`src/rtl/cse_pkg.sv`:
```
// Shared types, widths and the reciprocal table of the cosh series evaluator.
`timescale 1ns / 1ps
package cse_pkg;

   localparam int X_W         = 16;   // signed Q3.12 argument
   localparam int MAG_W       = 16;   // magnitude of the argument
   localparam int X2_W        = 31;   // x squared, unsigned Q7.24, at most 2^30
   localparam int RECIP_W     = 32;   // reciprocal, unsigned Q0.32
   localparam int FACTOR_W    = 30;   // x^2 / ((2n-1)(2n)), unsigned Q6.24
   localparam int TERM_W      = 31;   // term and sum, unsigned Q11.20
   localparam int PROD_W      = TERM_W + FACTOR_W;
   localparam int THR_W       = 21;
   localparam int COUNT_W     = 6;
   localparam int RECIP_DEPTH = 64;
   localparam int RECIP_IDX_W = 6;
   localparam int REQ_DATA_W  = 16;
   localparam int RSP_DATA_W  = 40;

   localparam logic [THR_W-1:0]  THR_RESET = 21'd10;
   localparam logic [TERM_W-1:0] ONE_Q20   = 31'h0010_0000;
   localparam logic [TERM_W-1:0] SAT_MAX   = 31'h7FFF_FFFF;

   localparam logic [63:0] P32 = 64'd4294967296;

   // Entry n-1 holds round(2^32 / ((2n-1)(2n))).
   localparam logic [RECIP_W-1:0] RECIP_TABLE [RECIP_DEPTH] = '{
      32'((P32 + 64'd1) / 64'd2),           32'((P32 + 64'd6) / 64'd12),
      32'((P32 + 64'd15) / 64'd30),         32'((P32 + 64'd28) / 64'd56),
      32'((P32 + 64'd45) / 64'd90),         32'((P32 + 64'd66) / 64'd132),
      32'((P32 + 64'd91) / 64'd182),        32'((P32 + 64'd120) / 64'd240),
      32'((P32 + 64'd153) / 64'd306),       32'((P32 + 64'd190) / 64'd380),
      32'((P32 + 64'd231) / 64'd462),       32'((P32 + 64'd276) / 64'd552),
      32'((P32 + 64'd325) / 64'd650),       32'((P32 + 64'd378) / 64'd756),
      32'((P32 + 64'd435) / 64'd870),       32'((P32 + 64'd496) / 64'd992),
      32'((P32 + 64'd561) / 64'd1122),      32'((P32 + 64'd630) / 64'd1260),
      32'((P32 + 64'd703) / 64'd1406),      32'((P32 + 64'd780) / 64'd1560),
      32'((P32 + 64'd861) / 64'd1722),      32'((P32 + 64'd946) / 64'd1892),
      32'((P32 + 64'd1035) / 64'd2070),     32'((P32 + 64'd1128) / 64'd2256),
      32'((P32 + 64'd1225) / 64'd2450),     32'((P32 + 64'd1326) / 64'd2652),
      32'((P32 + 64'd1431) / 64'd2862),     32'((P32 + 64'd1540) / 64'd3080),
      32'((P32 + 64'd1653) / 64'd3306),     32'((P32 + 64'd1770) / 64'd3540),
      32'((P32 + 64'd1891) / 64'd3782),     32'((P32 + 64'd2016) / 64'd4032),
      32'((P32 + 64'd2145) / 64'd4290),     32'((P32 + 64'd2278) / 64'd4556),
      32'((P32 + 64'd2415) / 64'd4830),     32'((P32 + 64'd2556) / 64'd5112),
      32'((P32 + 64'd2701) / 64'd5402),     32'((P32 + 64'd2850) / 64'd5700),
      32'((P32 + 64'd3003) / 64'd6006),     32'((P32 + 64'd3160) / 64'd6320),
      32'((P32 + 64'd3321) / 64'd6642),     32'((P32 + 64'd3486) / 64'd6972),
      32'((P32 + 64'd3655) / 64'd7310),     32'((P32 + 64'd3828) / 64'd7656),
      32'((P32 + 64'd4005) / 64'd8010),     32'((P32 + 64'd4186) / 64'd8372),
      32'((P32 + 64'd4371) / 64'd8742),     32'((P32 + 64'd4560) / 64'd9120),
      32'((P32 + 64'd4753) / 64'd9506),     32'((P32 + 64'd4950) / 64'd9900),
      32'((P32 + 64'd5151) / 64'd10302),    32'((P32 + 64'd5356) / 64'd10712),
      32'((P32 + 64'd5565) / 64'd11130),    32'((P32 + 64'd5778) / 64'd11556),
      32'((P32 + 64'd5995) / 64'd11990),    32'((P32 + 64'd6216) / 64'd12432),
      32'((P32 + 64'd6441) / 64'd12882),    32'((P32 + 64'd6670) / 64'd13340),
      32'((P32 + 64'd6903) / 64'd13806),    32'((P32 + 64'd7140) / 64'd14280),
      32'((P32 + 64'd7381) / 64'd14762),    32'((P32 + 64'd7626) / 64'd15252),
      32'((P32 + 64'd7875) / 64'd15750),    32'((P32 + 64'd8128) / 64'd16256)
   };

   typedef enum logic [2:0] {
      ST_IDLE,
      ST_FACTOR,
      ST_MUL,
      ST_ROUND,
      ST_CHECK,
      ST_FINISH
   } state_type;

   typedef struct packed {
      logic init;         // capture x^2, restart sum, term and count
      logic calc_factor;  // load factor register from the reciprocal table
      logic factor_next;  // index the table with count+1 instead of count
      logic mul_term;     // load product of term and factor
      logic round_term;   // round and saturate the product into the term
      logic step;         // add term to sum, advance count
      logic set_limit;    // mark the term limit as the reason to stop
      logic load_result;  // move the finished result into the output register
   } cmd_type;

   typedef struct packed {
      logic term_below;   // current term is below the threshold
      logic count_at_max; // term count has reached its limit
      logic rsp_free;     // output register can take a result this cycle
   } sts_type;

endpackage

```
`src/rtl/cse_ctrl.sv`:
```
// Sequencer of the cosh series evaluator: walks each argument through the term loop.
`timescale 1ns / 1ps
module cse_ctrl (
   input  logic             clock,
   input  logic             reset,
   input  logic             req_tvalid,
   output logic             req_tready,
   input  cse_pkg::sts_type sts,
   output cse_pkg::cmd_type cmd
);
   import cse_pkg::*;

   state_type state_ff;
   state_type state_in;

   always_ff @(posedge clock) begin
      if (reset) begin
         state_ff <= ST_IDLE;
      end else begin
         state_ff <= state_in;
      end
   end

   always_comb begin
      state_in = state_ff;
      case (state_ff)
         ST_IDLE: begin
            if (req_tvalid) begin
               state_in = ST_FACTOR;
            end
         end
         ST_FACTOR: state_in = ST_MUL;
         ST_MUL:    state_in = ST_ROUND;
         ST_ROUND:  state_in = ST_CHECK;
         ST_CHECK: begin
            if (sts.term_below || sts.count_at_max) begin
               state_in = ST_FINISH;
            end else begin
               state_in = ST_ROUND;
            end
         end
         ST_FINISH: begin
            if (sts.rsp_free) begin
               state_in = ST_IDLE;
            end
         end
         default: state_in = ST_IDLE;
      endcase
   end

   always_comb begin
      cmd        = '0;
      req_tready = 1'b0;
      case (state_ff)
         ST_IDLE: begin
            req_tready = 1'b1;
            cmd.init   = req_tvalid;
         end
         ST_FACTOR: cmd.calc_factor = 1'b1;
         ST_MUL:    cmd.mul_term = 1'b1;
         ST_ROUND: begin
            cmd.round_term  = 1'b1;
            cmd.calc_factor = 1'b1;
            cmd.factor_next = 1'b1;
         end
         ST_CHECK: begin
            // launch the next product speculatively; dropped when the loop ends
            cmd.mul_term  = 1'b1;
            cmd.step      = !sts.term_below && !sts.count_at_max;
            cmd.set_limit = !sts.term_below && sts.count_at_max;
         end
         ST_FINISH: cmd.load_result = sts.rsp_free;
         default: cmd = '0;
      endcase
   end

endmodule

```
`config.mk`:
```
export PLATFORM = sky130hd
export DESIGN_NAME = cse_ctrl
export DESIGN_NICKNAME = d
export VERILOG_FILES = /design/src/rtl/cse_pkg.sv /design/src/rtl/cse_ctrl.sv
export SDC_FILE = /design/constraint.sdc
export NUM_CORES = 1
export LEC_CHECK = 0
export BUFFER_PORTS_ARGS = -buffer_cell sky130_fd_sc_hd__buf_2
export CAP_MARGIN = 0
export CELL_PAD_IN_SITES_DETAIL_PLACEMENT = 0
export CELL_PAD_IN_SITES_GLOBAL_PLACEMENT = 1
export CORE_AREA = 2 2 39 41
export DETAILED_ROUTE_END_ITERATION = 7
export DIE_AREA = 0 0 41 43
export PLACE_DENSITY = 0.61
export SYNTH_ARGS = -nofsm -noshare
export SYNTH_HDL_FRONTEND = slang
export SYNTH_SLANG_ARGS = --single-unit
```
`constraint.sdc`:
```
create_clock -name clock -period 1.1 [get_ports clock]
set_input_delay 0.22 -clock clock [delete_from_list [all_inputs] [get_ports clock]]
set_output_delay 0.22 -clock clock [all_outputs]
set_load 0.05 [all_outputs]
```
==> flow_summary.json <==
{
  "status": "finished, violations left",
  "violations": "negative setup slack",
  "ant_nets": 0,
  "ioPinCount": 15,
  "drt-met1-wl_um": 314,
  "ctsHoldBuffers": 0,
  "antenna_found_initial": 0,
  "worstPathRequired_ns": 0.88,
  "rsz0062_at_grt": "yes",
  "synth_cells": 27,
  "yosysTopAreaCell": "dfxtp_1",
  "overflow": 0,
  "grt_pass1_wl_um": 1080,
  "cap_violations": 0,
  "tritoncts": "yes",
  "clkTransAtPathRegs_ns": 0.04,
  "fin_crit_sh": 1.27,
  "cts.path.max_buffers": 2,
  "hold_depth": 2,
  "synth_top_family_by_area": "simple AND/OR/NAND/NOR gates",
  "fin_nets": 60,
  "placed_cell_area_sq_um": 440,
  "period_minus_slack_ns": 1.40,
  "globalRouteTotalUtil": 0.0913,
  "regToRegSetupSlack_ns": -0.08,
  "rr_startpoint": "state_ff[1]",
  "mostFrequentLayoutCells": "10 x buf_6, 6 x buf_2, 4 x buf_8",
  "place.gp.congestion": 0.694,
  "yosysWarningCount": 0,
  "synth_compound_area_frac": 0.183,
  "routed_via_density": 4.16,
  "design_area_sq_um": 604,
  "layout-drive-gt1-share": 0.868,
  "drcViolationCount": 0,
  "first_iter_violations": 0,
  "grt_pass1_vias": 267,
  "initial_utilization": 0.163,
  "grt_max_degree": 7,
  "regMostFlops": "state_ff",
  "powerDensity_nw_per_um2": 1150,
  "crit_path_max_fanout": 5,
  "r2r_cells": 4,
  "whs_endpoint": "state_ff[2]",
  "firstDrtPassIters": 1,
  "yosys.area.top_type_share": 0.267,
  "final_common_cell": "buf_6",
  "routed-via-count": 287,
  "synth-simple-area-share": 0.450,
  "dpl.cell_count": 63,
  "critPathLaunchType": "flop",
  "die_width_um": 41,
  "p_leak_nw": 0.242,
  "synth-seq-cells": 3,
  "synth_area_sq_um": 225,
  "max-vdd-ir-drop_mv": 0.588,
  "hold_viol": 0,
  "synthMuxAreaShare": 0,
  "total_power_uw": 694,
  "max_freq_mhz": 715,
  "htreeDepth": 1,
  "avgSynthCellArea_sq_um": 8.34,
  "core_region_area_sq_um": 1380,
  "ys_seq_area_frac": 0.267,
  "finalNonFillerCells": 69,
  "reg.largest.list": "state_ff (3)",
  "row_count": 14,
  "diodes": 0,
  "wl_um": 711,
  "crit_type": "reg2out",
  "clock_latency_ns": 0.23,
  "end_kind": "primary output",
  "yosysUniqueCellTypes": 20,
  "fin_ws_ns": -0.299,
  "dp_hpwl_um": 539,
  "cp.arrival_ns": 1.18,
  "worstMarginPinSlew_ns": 0.249,
  "post-place-ws_ns": -0.172,
  "io_buffers": 14,
  "die_area_sq_um": 1760,
  "clock_sinks": 3,
  "top_layer_used": "met3",
  "die_h_um": 43,
  "synthAdderAreaFrac": 0,
  "cts-root-buf": "clkbuf_4",
  "finClkSkew_ns": 0.000363,
  "largest_register_ffs": 3,
  "synth_xor_area_frac": 0,
  "setup_viol": 11,
  "synth_nets": 33,
  "post_drt_wl_per_cell_um": 10.3,
  "reg2reg_to": "state_ff[2]",
  "cts_buffers": 3,
  "drv_slew": 0,
  "synth_area_leaders": "dfxtp_1 27%, nor4b_1 7.8%, a221oi_2 6.7%",
  "finalSetupTns_ns": -2.56,
  "routed-wl-met2_um": 347,
  "min_path_type": "in2reg",
  "wl_met3_um": 49,
  "area_growth_pct": 168,
  "hold_start": "reset",
  "timing.slew.headroom": 0.835
}
[synthesized netlist by cell type]
cell type / count
nand2b_1: 1
nor3_1: 2
buf_6: 1
o31ai_1: 1
nand2_1: 2
and2b_1: 1
a21oi_2: 1
nor2_1: 3
inv_1: 1
o21ai_0: 1
nand2b_4: 1
or3_1: 1
nor4b_1: 2
a221oi_2: 1
nor4_1: 1
or3b_1: 1
and2_1: 1
a21oi_1: 1
dfxtp_1: 3
buf_4: 1
[power breakdown]
| group | switching (mW) | leakage (nW) | internal [mW] |
|---|---|---|---|
| Sequential | 0.0123 | 0.0264 | 0.121 |
| Combinational | 0.199 | 0.201 | 0.171 |
| Clock | 0.0552 | 0.0150 | 0.136 |
| Total | 0.266 | 0.242 | 0.427 |
[how the worst max path moves through the flow]
stage                startpoint  endpoint  slack (ns)  depth (start not counted)
floorplan           state_ff[0]    cmd[7]       -0.39                          3
global placement    state_ff[0]    cmd[7]       -0.16                          4
detailed placement  state_ff[0]    cmd[7]       -0.17                          4
CTS                 state_ff[0]    cmd[7]       -0.31                          4
global route        state_ff[0]    cmd[7]       -0.35                          4
finish              state_ff[0]    cmd[7]       -0.30                          4
[metrics by stage]
stage          hold WS (ns)   util
2_1_floorplan         0.275      -
3_3_place_gp          0.423  0.318
3_5_place_dp          0.420  0.318
4_1_cts               0.171  0.410
5_1_grt               0.178  0.437
6_report              0.180  0.437
[cell families (layout without fill, tap and decap cells)]
group | Yosys count | in the layout
simple gates | 16 | 16
buf+inv | 3 | 29
compound gates | 5 | 5
flops | 3 | 3
[layout make-up]
type / count / area [sq um]
fill: 143 / 779
timing repair buffer: 24 / 245
multi-input combinational: 21 / 236
sequential: 3 / 68.8
clock buffer: 4 / 26.3
tap: 16 / 20.0
inverter: 1 / 7.51
[per-layer routing]
layer  vias to the layer above  global-route usage
li1                        152                   -
met2                         9               0.113
met3                         0              0.0471
met4                         0              0.0400
met5                         -                   0
met1                       126               0.128
[critical path: stages (launching register included)]
cell	delay, ns
dfxtp_4	0.35
buf_6	0.13
nor3_4	0.17
and2_4	0.16
buf_8	0.13
[repair_timing]
action,in CTS,in global routing
endpoints found under the setup margin,11,12
gates resized for setup,28,6
endpoints found under the hold margin,0,0
buffers inserted,1,1
pin swaps,4,2
No activity file was read; power rests on OpenSTA's default activity.
